File: src/sv/marker_toggled_comment_filter_defines.svh
// Assertion macros for the comment filter RTL.
// Included by the modules that carry concurrent checks; needs clk and rst in scope.
`ifndef MARKER_TOGGLED_COMMENT_FILTER_DEFINES_SVH
`define MARKER_TOGGLED_COMMENT_FILTER_DEFINES_SVH
`ifndef SYNTHESIS
`define MCTF_ASSERT(lbl, prop, msg) \
  lbl: assert property (@(posedge clk) disable iff (rst) prop) else $error(msg);
`define MCTF_ASSERT_ALWAYS(lbl, prop, msg) \
  lbl: assert property (@(posedge clk) prop) else $error(msg);
`else
`define MCTF_ASSERT(lbl, prop, msg)
`define MCTF_ASSERT_ALWAYS(lbl, prop, msg)
`endif
`endif

File: src/sv/mctf_pkg.sv
// Shared constants, codes and control types of the comment filter.
// No dependencies; used by the interfaces' users, controller, datapath and top.
`default_nettype none
package mctf_pkg;

  localparam int KEY_LEN = 11;
  localparam int COL_W   = 4;
  localparam int CFG_IDX_W = 1;

  localparam logic [7:0] BYTE_NEWLINE = 8'h0A;
  localparam logic [7:0] BYTE_BANG    = 8'h21;
  localparam logic [7:0] BYTE_PLUS    = 8'h2B;
  localparam logic [7:0] BYTE_MINUS   = 8'h2D;
  localparam logic [7:0] BYTE_SPACE   = 8'h20;

  // head buffer after reset: "01234567890"
  localparam logic [7:0] HEAD_RESET [KEY_LEN] = '{
    8'h30, 8'h31, 8'h32, 8'h33, 8'h34, 8'h35, 8'h36, 8'h37, 8'h38, 8'h39, 8'h30
  };

  localparam logic [1:0] MODE_STRIP = 2'd0;
  localparam logic [1:0] MODE_ADD   = 2'd1;
  localparam logic [1:0] MODE_COPY  = 2'd2;

  localparam logic [CFG_IDX_W-1:0] CFG_TAG_FIRST  = 1'b0;
  localparam logic [CFG_IDX_W-1:0] CFG_TAG_SECOND = 1'b1;

  localparam logic [1:0] SRC_INPUT = 2'd0;
  localparam logic [1:0] SRC_BANG  = 2'd1;
  localparam logic [1:0] SRC_HEAD  = 2'd2;

  typedef struct packed {
    logic             store;       // write byte into head, advance column
    logic             line_end;    // key compare, mode toggle, column clear
    logic             set_la;
    logic             clr_la;
    logic             emit;        // load output register
    logic [1:0]       emit_src;
    logic             emit_last;
    logic             flush_load;
    logic [COL_W-1:0] flush_start;
    logic [COL_W-1:0] flush_end;
    logic             flush_adv;
  } ctl_cmd_t;

  typedef struct packed {
    logic             is_eos;
    logic             is_newline;
    logic             is_bang;
    logic             la;
    logic [1:0]       mode;
    logic [COL_W-1:0] col;
    logic [COL_W-1:0] col_next;    // column after a store
    logic             plus_next;   // head after a store equals plus key
    logic             ptr_last;
    logic             out_free;
  } ctl_status_t;

  // byte idx of the marker key built from sym and the two tag bytes
  function automatic logic [7:0] key_byte(input logic [COL_W-1:0] idx,
                                          input logic [7:0] sym,
                                          input logic [7:0] t1,
                                          input logic [7:0] t2);
    logic [7:0] k;
    case (idx)
      4'd0:    k = BYTE_BANG;
      4'd4:    k = BYTE_SPACE;
      4'd5:    k = t1;
      4'd6:    k = t2;
      4'd7:    k = BYTE_SPACE;
      default: k = sym;
    endcase
    return k;
  endfunction

endpackage
`default_nettype wire

File: src/sv/mctf_in_if.sv
// Input channel of the comment filter: valid/ready with text byte and end flag.
// Standalone; no package dependency.
`default_nettype none
interface mctf_in_if;
  logic       valid;
  logic       ready;
  logic [7:0] text_byte;
  logic       end_of_stream;
  modport source(output valid, output text_byte, output end_of_stream, input ready);
  modport sink(input valid, input text_byte, input end_of_stream, output ready);
endinterface
`default_nettype wire

File: src/sv/mctf_out_if.sv
// Output channel of the comment filter: valid/ready with result byte and run end.
// Standalone; no package dependency.
`default_nettype none
interface mctf_out_if;
  logic       valid;
  logic       ready;
  logic [7:0] out_byte;
  logic       last_of_run;
  modport source(output valid, output out_byte, output last_of_run, input ready);
  modport sink(input valid, input out_byte, input last_of_run, output ready);
endinterface
`default_nettype wire

File: src/sv/marker_toggled_comment_filter.sv
// Top level of the marker-toggled comment filter: controller plus datapath.
// Depends on mctf_pkg, mctf_in_if, mctf_out_if, mctf_ctrl and mctf_datapath.
//
//   channel   dir  handshake     payload
//   in_ch     in   valid/ready   text_byte[7:0], end_of_stream
//   out_ch    out  valid/ready   out_byte[7:0], last_of_run
//   cfg       in   cfg_write     cfg_index (0 tag_first, 1 tag_second), cfg_data[7:0]
//
// Plain bytes are emitted as accepted; input is ready while the output register is empty or
// its item is taken in the same cycle. A bang added at line start is emitted first and holds
// input until the stored byte follows; a strip lookahead drain holds input while its drained
// bytes (up to 11) leave the head, each paced by the single output register.
// Reset (synchronous) sets copy mode, tags 0 and head "01234567890"; no clearing pass.
`default_nettype none
module marker_toggled_comment_filter (
  input  logic                           clk,
  input  logic                           rst,
  input  logic                           cfg_write,
  input  logic [mctf_pkg::CFG_IDX_W-1:0] cfg_index,
  input  logic [7:0]                     cfg_data,
  mctf_in_if.sink                        in_ch,
  mctf_out_if.source                     out_ch
);
  import mctf_pkg::*;

  ctl_cmd_t    cmd;
  ctl_status_t status;

  mctf_ctrl u_ctrl (
    .clk      (clk),
    .rst      (rst),
    .in_valid (in_ch.valid),
    .in_ready (in_ch.ready),
    .status   (status),
    .cmd      (cmd)
  );

  mctf_datapath u_datapath (
    .clk       (clk),
    .rst       (rst),
    .cmd       (cmd),
    .status    (status),
    .in_byte   (in_ch.text_byte),
    .in_eos    (in_ch.end_of_stream),
    .cfg_write (cfg_write),
    .cfg_index (cfg_index),
    .cfg_data  (cfg_data),
    .out_valid (out_ch.valid),
    .out_ready (out_ch.ready),
    .out_byte  (out_ch.out_byte),
    .out_last  (out_ch.last_of_run)
  );

endmodule
`default_nettype wire

File: src/sv/mctf_datapath.sv
// Datapath: head buffer, column, mode, lookahead flag, tags, flush pointer, output register.
// Depends on mctf_pkg; driven by commands from mctf_ctrl.
`default_nettype none
module mctf_datapath (
  input  logic                          clk,
  input  logic                          rst,
  input  mctf_pkg::ctl_cmd_t            cmd,
  output mctf_pkg::ctl_status_t         status,
  input  logic [7:0]                    in_byte,
  input  logic                          in_eos,
  input  logic                          cfg_write,
  input  logic [mctf_pkg::CFG_IDX_W-1:0] cfg_index,
  input  logic [7:0]                    cfg_data,
  output logic                          out_valid,
  input  logic                          out_ready,
  output logic [7:0]                    out_byte,
  output logic                          out_last
);
  import mctf_pkg::*;

  logic [7:0]       head [KEY_LEN];
  logic [7:0]       head_wr [KEY_LEN];
  logic [COL_W-1:0] col;
  logic [COL_W-1:0] col_inc;
  logic [1:0]       mode;
  logic [1:0]       mode_next;
  logic             la;
  logic [7:0]       tag_first;
  logic [7:0]       tag_second;
  logic [COL_W-1:0] ptr;
  logic [COL_W-1:0] flush_end;
  logic             col_room;
  logic             plus_hit;
  logic             minus_hit;

  assign col_room = (col < COL_W'(KEY_LEN));
  assign col_inc  = col_room ? COL_W'(col + 1'b1) : col;

  // head as it stands after the byte of this item is stored
  always_comb begin
    plus_hit  = 1'b1;
    minus_hit = 1'b1;
    for (int i = 0; i < KEY_LEN; i++) begin
      head_wr[i] = (col_room && col == COL_W'(i)) ? in_byte : head[i];
      if (head_wr[i] != key_byte(COL_W'(i), BYTE_PLUS, tag_first, tag_second))
        plus_hit = 1'b0;
      if (head_wr[i] != key_byte(COL_W'(i), BYTE_MINUS, tag_first, tag_second))
        minus_hit = 1'b0;
    end
  end

  always_comb begin
    mode_next = mode;
    if (plus_hit) begin
      if (mode_next == MODE_COPY) mode_next = MODE_STRIP;
      else if (mode_next == MODE_STRIP) mode_next = MODE_COPY;
    end
    if (minus_hit) begin
      if (mode_next == MODE_COPY) mode_next = MODE_ADD;
      else if (mode_next == MODE_ADD) mode_next = MODE_COPY;
    end
  end

  always_comb begin
    status.is_eos     = in_eos;
    status.is_newline = (in_byte == BYTE_NEWLINE);
    status.is_bang    = (in_byte == BYTE_BANG);
    status.la         = la;
    status.mode       = mode;
    status.col        = col;
    status.col_next   = col_inc;
    status.plus_next  = plus_hit;
    status.ptr_last   = (ptr == COL_W'(flush_end - 1'b1));
    status.out_free   = !out_valid || out_ready;
  end

  always_ff @(posedge clk) begin
    if (rst) begin
      for (int i = 0; i < KEY_LEN; i++) head[i] <= HEAD_RESET[i];
      col        <= '0;
      mode       <= MODE_COPY;
      la         <= 1'b0;
      tag_first  <= '0;
      tag_second <= '0;
      out_valid  <= 1'b0;
    end else begin
      if (cmd.store) begin
        for (int i = 0; i < KEY_LEN; i++) head[i] <= head_wr[i];
        col <= col_inc;
      end
      if (cmd.line_end) begin
        col  <= '0;
        mode <= mode_next;
      end
      if (cmd.set_la) la <= 1'b1;
      else if (cmd.clr_la) la <= 1'b0;
      if (cfg_write) begin
        case (cfg_index)
          CFG_TAG_FIRST:  tag_first  <= cfg_data;
          CFG_TAG_SECOND: tag_second <= cfg_data;
          default: ;
        endcase
      end
      if (cmd.emit) out_valid <= 1'b1;
      else if (out_ready) out_valid <= 1'b0;
    end
  end

  // payload: flush pointer and output register
  always_ff @(posedge clk) begin
    if (cmd.flush_load) begin
      ptr       <= cmd.flush_start;
      flush_end <= cmd.flush_end;
    end else if (cmd.flush_adv) begin
      ptr <= COL_W'(ptr + 1'b1);
    end
    if (cmd.emit) begin
      out_last <= cmd.emit_last;
      case (cmd.emit_src)
        SRC_BANG: out_byte <= BYTE_BANG;
        SRC_HEAD: out_byte <= head[ptr];
        default:  out_byte <= in_byte;
      endcase
    end
  end

endmodule
`default_nettype wire

File: src/sv/mctf_ctrl.sv
// Controller: decides per item what the datapath stores, emits and drains.
// Depends on mctf_pkg and the assertion macros header.
`default_nettype none
`include "marker_toggled_comment_filter_defines.svh"
module mctf_ctrl (
  input  logic                  clk,
  input  logic                  rst,
  input  logic                  in_valid,
  output logic                  in_ready,
  input  mctf_pkg::ctl_status_t status,
  output mctf_pkg::ctl_cmd_t    cmd
);
  import mctf_pkg::*;

  localparam logic ST_IDLE  = 1'b0;
  localparam logic ST_FLUSH = 1'b1;

  logic state;
  logic state_next;
  logic acc;

  assign in_ready = (state == ST_IDLE) && status.out_free;
  assign acc      = in_valid && in_ready;

  always_comb begin
    cmd         = '0;
    cmd.emit_src = SRC_INPUT;
    state_next  = state;
    case (state)
      ST_IDLE: begin
        if (acc) begin
          if (status.is_eos) begin
            if (status.la) begin
              cmd.clr_la = 1'b1;
              // drain bytes after the dropped bang, if any
              if (status.col > COL_W'(1)) begin
                cmd.flush_load  = 1'b1;
                cmd.flush_start = COL_W'(1);
                cmd.flush_end   = status.col;
                state_next      = ST_FLUSH;
              end
            end
          end else if (status.la) begin
            cmd.store = 1'b1;
            if (status.col_next == COL_W'(KEY_LEN) || status.is_newline) begin
              cmd.clr_la     = 1'b1;
              cmd.flush_load = 1'b1;
              cmd.flush_end  = status.col_next;
              cmd.flush_start =
                (status.col_next == COL_W'(KEY_LEN) && status.plus_next) ? '0 : COL_W'(1);
              cmd.line_end   = status.is_newline;
              state_next     = ST_FLUSH;
            end
          end else begin
            cmd.store    = 1'b1;
            cmd.line_end = status.is_newline;
            case (status.mode)
              MODE_STRIP: begin
                if (status.is_bang && status.col_next == COL_W'(1)) begin
                  cmd.set_la = 1'b1;
                end else begin
                  cmd.emit      = 1'b1;
                  cmd.emit_last = 1'b1;
                end
              end
              MODE_ADD: begin
                cmd.emit = 1'b1;
                if (!status.is_bang && status.col_next == COL_W'(1)) begin
                  // bang first, then the stored first byte from head
                  cmd.emit_src    = SRC_BANG;
                  cmd.flush_load  = 1'b1;
                  cmd.flush_start = '0;
                  cmd.flush_end   = COL_W'(1);
                  state_next      = ST_FLUSH;
                end else begin
                  cmd.emit_last = 1'b1;
                end
              end
              default: begin
                cmd.emit      = 1'b1;
                cmd.emit_last = 1'b1;
              end
            endcase
          end
        end
      end
      ST_FLUSH: begin
        if (status.out_free) begin
          cmd.emit      = 1'b1;
          cmd.emit_src  = SRC_HEAD;
          cmd.emit_last = status.ptr_last;
          cmd.flush_adv = 1'b1;
          if (status.ptr_last) state_next = ST_IDLE;
        end
      end
      default: state_next = ST_IDLE;
    endcase
  end

  always_ff @(posedge clk) begin
    if (rst) begin
      state <= ST_IDLE;
    end else begin
      state <= state_next;
    end
  end

  `MCTF_ASSERT(a_emit_slot_free, cmd.emit |-> status.out_free, "emit into a full output register")
  `MCTF_ASSERT(a_flush_no_store, (state == ST_FLUSH) |-> !(cmd.store || cmd.line_end), "head changed during drain")
  `MCTF_ASSERT(a_col_bound, status.col <= COL_W'(KEY_LEN), "column past head length")
  `MCTF_ASSERT(a_la_after_set, cmd.set_la |=> status.la && status.col == COL_W'(1), "lookahead not started on first column")

endmodule
`default_nettype wire
File: src/flat_wrapper.sv
// flat-port wrapper written by rule: the top's interface ports become plain ports
module marker_toggled_comment_filter_flat import mctf_pkg::*;
  (clk, rst, cfg_write, cfg_index, cfg_data, in_ch_valid, in_ch_text_byte, in_ch_end_of_stream, in_ch_ready, out_ch_valid, out_ch_out_byte, out_ch_last_of_run, out_ch_ready);
  mctf_in_if in_ch_i ();
  mctf_out_if out_ch_i ();
  input  logic clk;
  input  logic rst;
  input  logic cfg_write;
  input  logic [mctf_pkg::CFG_IDX_W-1:0] cfg_index;
  input  logic [7:0] cfg_data;
  input wire logic [$bits(in_ch_i.valid)-1:0] in_ch_valid;
  input wire logic [$bits(in_ch_i.text_byte)-1:0] in_ch_text_byte;
  input wire logic [$bits(in_ch_i.end_of_stream)-1:0] in_ch_end_of_stream;
  output wire logic [$bits(in_ch_i.ready)-1:0] in_ch_ready;
  output wire logic [$bits(out_ch_i.valid)-1:0] out_ch_valid;
  output wire logic [$bits(out_ch_i.out_byte)-1:0] out_ch_out_byte;
  output wire logic [$bits(out_ch_i.last_of_run)-1:0] out_ch_last_of_run;
  input wire logic [$bits(out_ch_i.ready)-1:0] out_ch_ready;
  assign in_ch_i.valid = in_ch_valid;
  assign in_ch_i.text_byte = in_ch_text_byte;
  assign in_ch_i.end_of_stream = in_ch_end_of_stream;
  assign in_ch_ready = in_ch_i.ready;
  assign out_ch_valid = out_ch_i.valid;
  assign out_ch_out_byte = out_ch_i.out_byte;
  assign out_ch_last_of_run = out_ch_i.last_of_run;
  assign out_ch_i.ready = out_ch_ready;
  marker_toggled_comment_filter u_core (.clk(clk), .rst(rst), .cfg_write(cfg_write), .cfg_index(cfg_index), .cfg_data(cfg_data), .in_ch(in_ch_i), .out_ch(out_ch_i));
endmodule
File: config.mk
export PLATFORM = sky130hd
export DESIGN_NAME = marker_toggled_comment_filter_flat
export DESIGN_NICKNAME = d
export VERILOG_FILES = /design/src/sv/mctf_pkg.sv /design/src/sv/mctf_in_if.sv /design/src/sv/mctf_out_if.sv /design/src/sv/marker_toggled_comment_filter.sv /design/src/sv/mctf_datapath.sv /design/src/sv/mctf_ctrl.sv /design/src/flat_wrapper.sv
export VERILOG_INCLUDE_DIRS = /design/src /design/src/sv
export SDC_FILE = /design/constraint.sdc
export NUM_CORES = 1
export LEC_CHECK = 0
export BUFFER_PORTS_ARGS = -buffer_cell sky130_fd_sc_hd__buf_2
export CORE_AREA = 10 10 142 131
export DETAILED_ROUTE_END_ITERATION = 12
export DIE_AREA = 0 0 152 141
export PLACE_DENSITY_LB_ADDON = 0.2
export SKIP_CTS_REPAIR_TIMING = 1
export SYNTH_ARGS = -nofsm -noshare
export SYNTH_HDL_FRONTEND = slang
export SYNTH_SLANG_ARGS = --single-unit
File: constraint.sdc
create_clock -name clk -period 4.16 [get_ports clk]
set_clock_uncertainty 0.2 [all_clocks]
set_input_delay 0 -clock clk [delete_from_list [all_inputs] [get_ports clk]]
set_output_delay 0 -clock clk [all_outputs]
set_load 0.02 [all_outputs]
# After elaboration in Yosys (flattened, before gate mapping)
# Memories as Yosys holds them, arrays and structs flattened. A register that Yosys moved wholly into a read port is not among the register bits.
# Cells that the tools add are included.
totals:
  input_bits: 23
  out_inout_bits: 11
  word_cells: 204
  mem_count: 1
  regBits: 42
  mem_bits_rw: 88
op_classes:
  add_sub_neg: 3
  order_cmp: 2
  reduce_logical: 29
  eq_ne: 38
  n_mux: 106
  bitwise_logic: 14
memory_table:
  columns: ["memory", "words", "word_bits", "rd", "rd_clocked_by_memory_dff", "write_ports", "line", "rtl"]
  rows:
  - ["u_core.u_datapath.head", 11, 8, 12, 1, 11, "mctf_datapath.sv:21", "logic [7:0] head [KEY_LEN];"]
ops:
  columns: ["operator", "count"]
  rows:
  - ["2-to-1 mux 8 bit", 22]
  - ["!= test 8 x 6 -> 1 bit (second input constant)", 15]
  - ["2-to-1 mux 9 bit", 8]
  - ["2-to-1 mux 1 bit", 55]
  - ["2-to-1 mux 4 bit", 8]
  - ["2-to-1 mux 17 bit", 1]
  - ["== test 4 x 3 -> 1 bit (second input constant)", 4]
  - ["== test 4 bit (second input constant)", 4]
  - ["logical AND 1 bit", 16]
  - ["!= test 8 bit", 2]
  - ["case mux 8 bit (2 select lines)", 1]
  - ["2-to-1 mux 2 bit", 7]
  - ["OR 1 bit", 11]
  - ["adder 4 x 1 -> 4 bit (second input constant)", 2]
  - ["== test 4 x 1 -> 1 bit (second input constant)", 2]
  - ["== test 4 x 2 -> 1 bit (second input constant)", 2]
  - ["== test 8 x 4 -> 1 bit (second input constant)", 1]
  - ["== test 8 x 6 -> 1 bit (second input constant)", 1]
  - ["case mux 4 bit (2 select lines)", 1]
  - ["== test 2 x 1 -> 1 bit (second input constant)", 3]
  - ["== test 2 bit (second input constant)", 3]
  - ["nonzero test 2 bit", 3]
  - ["== test 4 bit", 1]
  - ["> comparator 4 x 1 -> 1 bit (second input constant)", 1]
  - ["other kinds (11)", 18]

# Logic depth before layout (Yosys ltp)
depth:
  depth_word: 26
  depth_mapped: 12
  mapped_depth_nobuf: 9

# Cells and area by module
# From an unflattened synthesis, not the netlist that was laid out.
unflattened:
  cells_unflattened: 883
  area_unflattened_um2: 8578.2
by_module_without_submodules:
  columns: ["mod", "instances", "seq_area_each_um2", "area_each_um2", "cells_each"]
  rows:
  - ["mctf_datapath", 1, 3713.6, 8202.9, 831]
  - ["mctf_ctrl", 1, 20.0, 375.4, 52]

# Worst setup path after synthesis
# No wires, ideal clock.
synth_timing:
  path_kind: "register to register"
  startpoint: "register u_core.u_datapath.out_valid"
  endpoint: "memory u_core.u_datapath.head[0][0] (enable)"
  synth_period_minus_slack_ns: 3.158
  setup_slack_ns: 1.002
  n_path_buf: 0
  setup_time_ns: 0.409
  arrival_time_ns: 2.549
  stages_incl_launch_ff: 6
  cell_sequence: "dfxtp_1 > nor2b_1 > nor2_1 > nand2_1 > nor2_1 > or2_2"
synth_rtl:
  columns: ["item", "line", "rtl"]
  rows:
  - ["start: declaration", "mctf_datapath.sv:14", "output logic out_valid,"]
  - ["start signal: assignment", "mctf_datapath.sv:85", "out_valid <= 1'b0;"]
  - ["start signal: assignment", "mctf_datapath.sv:104", "if (cmd.emit) out_valid <= 1'b1;"]
  - ["start signal: assignment", "mctf_datapath.sv:105", "else if (out_ready) out_valid <= 1'b0;"]
  - ["end: declaration", "mctf_datapath.sv:21", null]

# Worst setup path in the final report
layout_timing:
  startpoint: "register u_core.u_datapath.col[0]"
  endpoint: "register u_core.u_datapath.ptr[0], data pin"
layout_via:
  elab_chain_cells: 23
  word_cells_on_any_way: 75
layout_lines:
  columns: ["item", "line", "rtl"]
  rows:
  - ["start: declaration", "mctf_datapath.sv:23", "logic [COL_W-1:0] col;"]
  - ["start signal: assignment", "mctf_datapath.sv:89", "col <= col_inc;"]
  - ["less-than comparator 4 bit or logical NOT 4 bit (tied branches)", "mctf_datapath.sv:36, mctf_datapath.sv:44", null]
  - ["logical AND 1 bit", "mctf_datapath.sv:44", "head_wr[i] = (col_room && col == COL_W'(i)) ? in_byte : head[i];"]
  - ["2-to-1 mux 8 bit", "mctf_datapath.sv:44", null]
  - ["!= test 8 x 6 -> 1 bit", "mctf_datapath.sv:45", "if (head_wr[i] != key_byte(COL_W'(i), BYTE_PLUS, tag_first, tag_second))"]
  - ["2-to-1 mux 1 bit (11 in a row)", "mctf_datapath.sv:45", null]
  - ["logical AND 1 bit", "mctf_ctrl.sv:50", "(status.col_next == COL_W'(KEY_LEN) && status.plus_next) ? '0 : COL_W'(1);"]
  - ["2-to-1 mux 1 bit", "mctf_ctrl.sv:50", null]
  - ["2-to-1 mux 9 bit", "mctf_ctrl.sv:45", "if (status.col_next == COL_W'(KEY_LEN) || status.is_newline) begin"]
  - ["2-to-1 mux 9 bit", "mctf_ctrl.sv:43", "end else if (status.la) begin"]
  - ["2-to-1 mux 9 bit (*)", "mctf_ctrl.sv:32", "if (status.is_eos) begin"]
  - ["2-to-1 mux 17 bit (*)", "mctf_ctrl.sv:31", "if (acc) begin"]
  - ["2-to-1 mux 9 bit (*)", "mctf_ctrl.sv:29", "case (state)"]
  - ["2-to-1 mux 4 bit (*)", "mctf_datapath.sv:111", "if (cmd.flush_load) begin"]
  - ["end signal: assignment", "mctf_datapath.sv:112", "ptr <= cmd.flush_start;"]
  - ["end signal: assignment", "mctf_datapath.sv:115", "ptr <= COL_W'(ptr + 1'b1);"]
  - ["end: declaration", "mctf_datapath.sv:30", "logic [COL_W-1:0] ptr;"]
# Mark *: on every way between the ends. The rest lies on a longest branch, timed or not.
# A chain may end at the register's enable or synchronous reset.

==> results.txt <==
reg2reg end: u_core.u_datapath.ptr[0]
Worst EP required: 4.14 ns
Post-synth ARST share: 0%
min Tclk post-route: 3.847 ns
placer congestion estimate: 1.024
Die Ht: 141 um
R2R depth: 8
sequential fraction of the synthesis area: 44.63%
Num CTS Buffers: 17
#FFs+latches synth: 134
drt first pass iters: 5
EDFF count, synth: 105
Synth warnings: 0
Leakage Power: 3.676 nW
HP Class: primary input to register
I/O pin count: 34
VDD IR-drop max: 300.8 uV
number of global-route vias before repair: 6768
vias after detailed routing: 7153
Max FO, Critical Path: 12
reg-to-reg startpoint: u_core.u_datapath.col[0]
DRC errors left: 0
Clock transition at path regs: 0.06 ns
hold_sp: in_ch_valid
R2R Setup Slk: 0.31 ns
cell area after layout: 9488 um^2
Via density: 6.444
Starting Density: 53.13%
Max Slew Vio Count: 0
final setup fails: 0
total gr overflow: 0
Area growth, synth to finish: 13.42%
CTS Sinks: 134
critical path class: register to register
core area: 15750 um^2
MaxCap Viol Count: 0
die area: 21430 um^2
die width: 152 um
Clk Latency, worst-skew pair: 0.43 ns
Detail Route Antenna Nets: 0
Final Cycle Share: 92.47%
Nets: 922
Synth area leader: edfxtp_1
Syn Nets: 894
Max clock buf depth: 2
worst hold path cell count: 3
top-area cell type share of the netlist area: 37.69%
failing checks: hold timing
post-DR wirelength/cell: 23.53 um
CP startpoint: u_core.u_datapath.col[0]
Tot GR Track Use: 23.73%
initial antenna violation count: 0
drt total wl: 26110 um
top cells by area, synth: edfxtp_1, dfxtp_1, nand2_1
Critical Path Start Type: register
1st-iter DRT viols: 965
maximum clock frequency: 260.0 MHz
share of cells above drive strength 1: 13.62%
RSZ-0062 raised after global routing: no
Setup TNS Final: 0 ns
Fin. Hold Viols: 5
cell area after synthesis: 8366 um^2
Post-synth top flop: edfxtp_1
CTS root buf: clkbuf_16
dpl hpwl: 17980 um
Arr. time, crit path: 3.82 ns
WHS Endpoint: u_core.u_datapath.flush_end[2]
Setup crit end kind: register
H-tree depth: 4
FP Rows: 44
status: complete, but fails checks
relative slew slack: 34.47%
Synth Instances: 862
diode count: 0
post-synth cell types: 72
final hold slack: -0.05018 ns
post-place instance area: 8603 um^2
port bufs: 33
largest net degree at the start of global routing: 57
Mapped Avg Cell Area: 9.705 um^2
first-pass GRT wire length: 40180 um
Worst Max-Slew Pin Slew: 0.9816 ns
CTS tree: built
power per cell area: 375.4 nW/um^2
[cells by family after synthesis]
group	share of synthesized area (%)
fa+ha+maj	1.346
buf+inv	5.055
flops	44.63
mux	11.17
compound gates	14.54
simple gates	21.06
xor+xnor	2.199
[cell usage in the layout, fill, tap and decap left out, types with 5 or more instances in the layout]
cell type      count
a21oi_1           69
buf_2             33
buf_4             14
clkbuf_16         20
dfxtp_1           29
dlygate4sd3_1     30
edfxtp_1         105
ha_1               9
inv_1             26
mux2i_1           54
mux4_2            16
nand2_1          146
nand2b_1          15
nand3_1           22
nand4_1            9
nor2_1            72
nor2b_1           20
nor3_1             7
nor3b_1            6
nor4_1             7
o211ai_1          23
o21ai_0           31
o221ai_1           5
o22ai_1            7
o32ai_1            5
xnor2_1           10
xor2_1            11
[flip-flops by register name, indices dropped and copies added (netlist names), 2 cells and up, named ones only]
signal	count
u_core.u_datapath.head	88
u_core.u_datapath.out_byte	8
u_core.u_datapath.tag_first	8
u_core.u_datapath.tag_second	8
u_core.u_datapath.col	4
u_core.u_datapath.flush_end	4
u_core.u_datapath.ptr	4
u_core.u_datapath.mode	2
[synthesized netlist by cell type (6+ instances only)]
cell type and n:
xnor2_1 10, nor4_1 7, edfxtp_1 105, mux4_2 16, nand4_1 9, ha_1 9
o21ai_0 31, buf_6 6, buf_2 11, nor3b_1 6, nand2b_1 15, o22ai_1 7
nand3_1 22, nor2b_1 20, nand2_1 146, nor2_1 72, dfxtp_1 29, inv_1 26
xor2_1 11, mux2i_1 54, a21oi_1 69, nor3_1 8, clkbuf_1 47, o211ai_1 23
[layout make-up]
class / instances / area (um^2)
inverter: 26 / 97.59
timing repair buffer: 78 / 590.6
clock inverter: 6 / 31.28
fill: 1324 / 6257
clock buffer: 26 / 553.0
multi-input combinational: 633 / 4223
sequential: 134 / 3734
tap: 207 / 259.0
[routing by layer]
metal	up-vias	global-route usage (%)	share of wire, %
met3	68	5.414	9.0
met1	3451	30.30	41
met4	0	10.89	3.4
li1	3204	-	-
met2	430	37.61	47
met5	-	0	0
[report_power, final]
part,internal [mW],total [mW],leakage (nW),switching (mW)
sequential,1.52,1.60,1.20,0.0857
clock,0.913,1.49,0.294,0.574
combinational,0.187,0.473,2.18,0.286
[worst max-delay path by stage]
stage	cells past startpoint	endpoint
floorplan	5	u_core.u_datapath.head[0][0]
global placement	8	u_core.u_datapath.ptr[0]
detailed placement	8	u_core.u_datapath.ptr[0]
CTS	8	u_core.u_datapath.ptr[0]
global route	10	u_core.u_datapath.mode[1]
finish	8	u_core.u_datapath.ptr[0]
[per-stage QoR]
stage	setup WS, ns	instances	util, %	total power, mW	hold slack [ns]
detailed placement	0.4191	1048	54.64	2.071	0.05965
finish	0.3132	1110	60.26	3.562	-0.05018
floorplan	1.002	862	-	1.917	-0.05606
global route	0.1409	1110	60.26	3.669	0.0001379
CTS	0.4020	1080	58.35	3.541	-0.3842
global placement	0.5542	1048	54.64	2.062	0.04823
[critical path: stages (launching register included)]
cell	delay, ns
dfxtp_1	0.53
ha_1	0.49
nor3b_4	0.67
mux2i_1	0.28
nor4bb_1	0.25
o2111ai_1	0.23
nor4_4	0.49
a21oi_1	0.15
a211o_1	0.28
(Power assumes the default switching activity.)
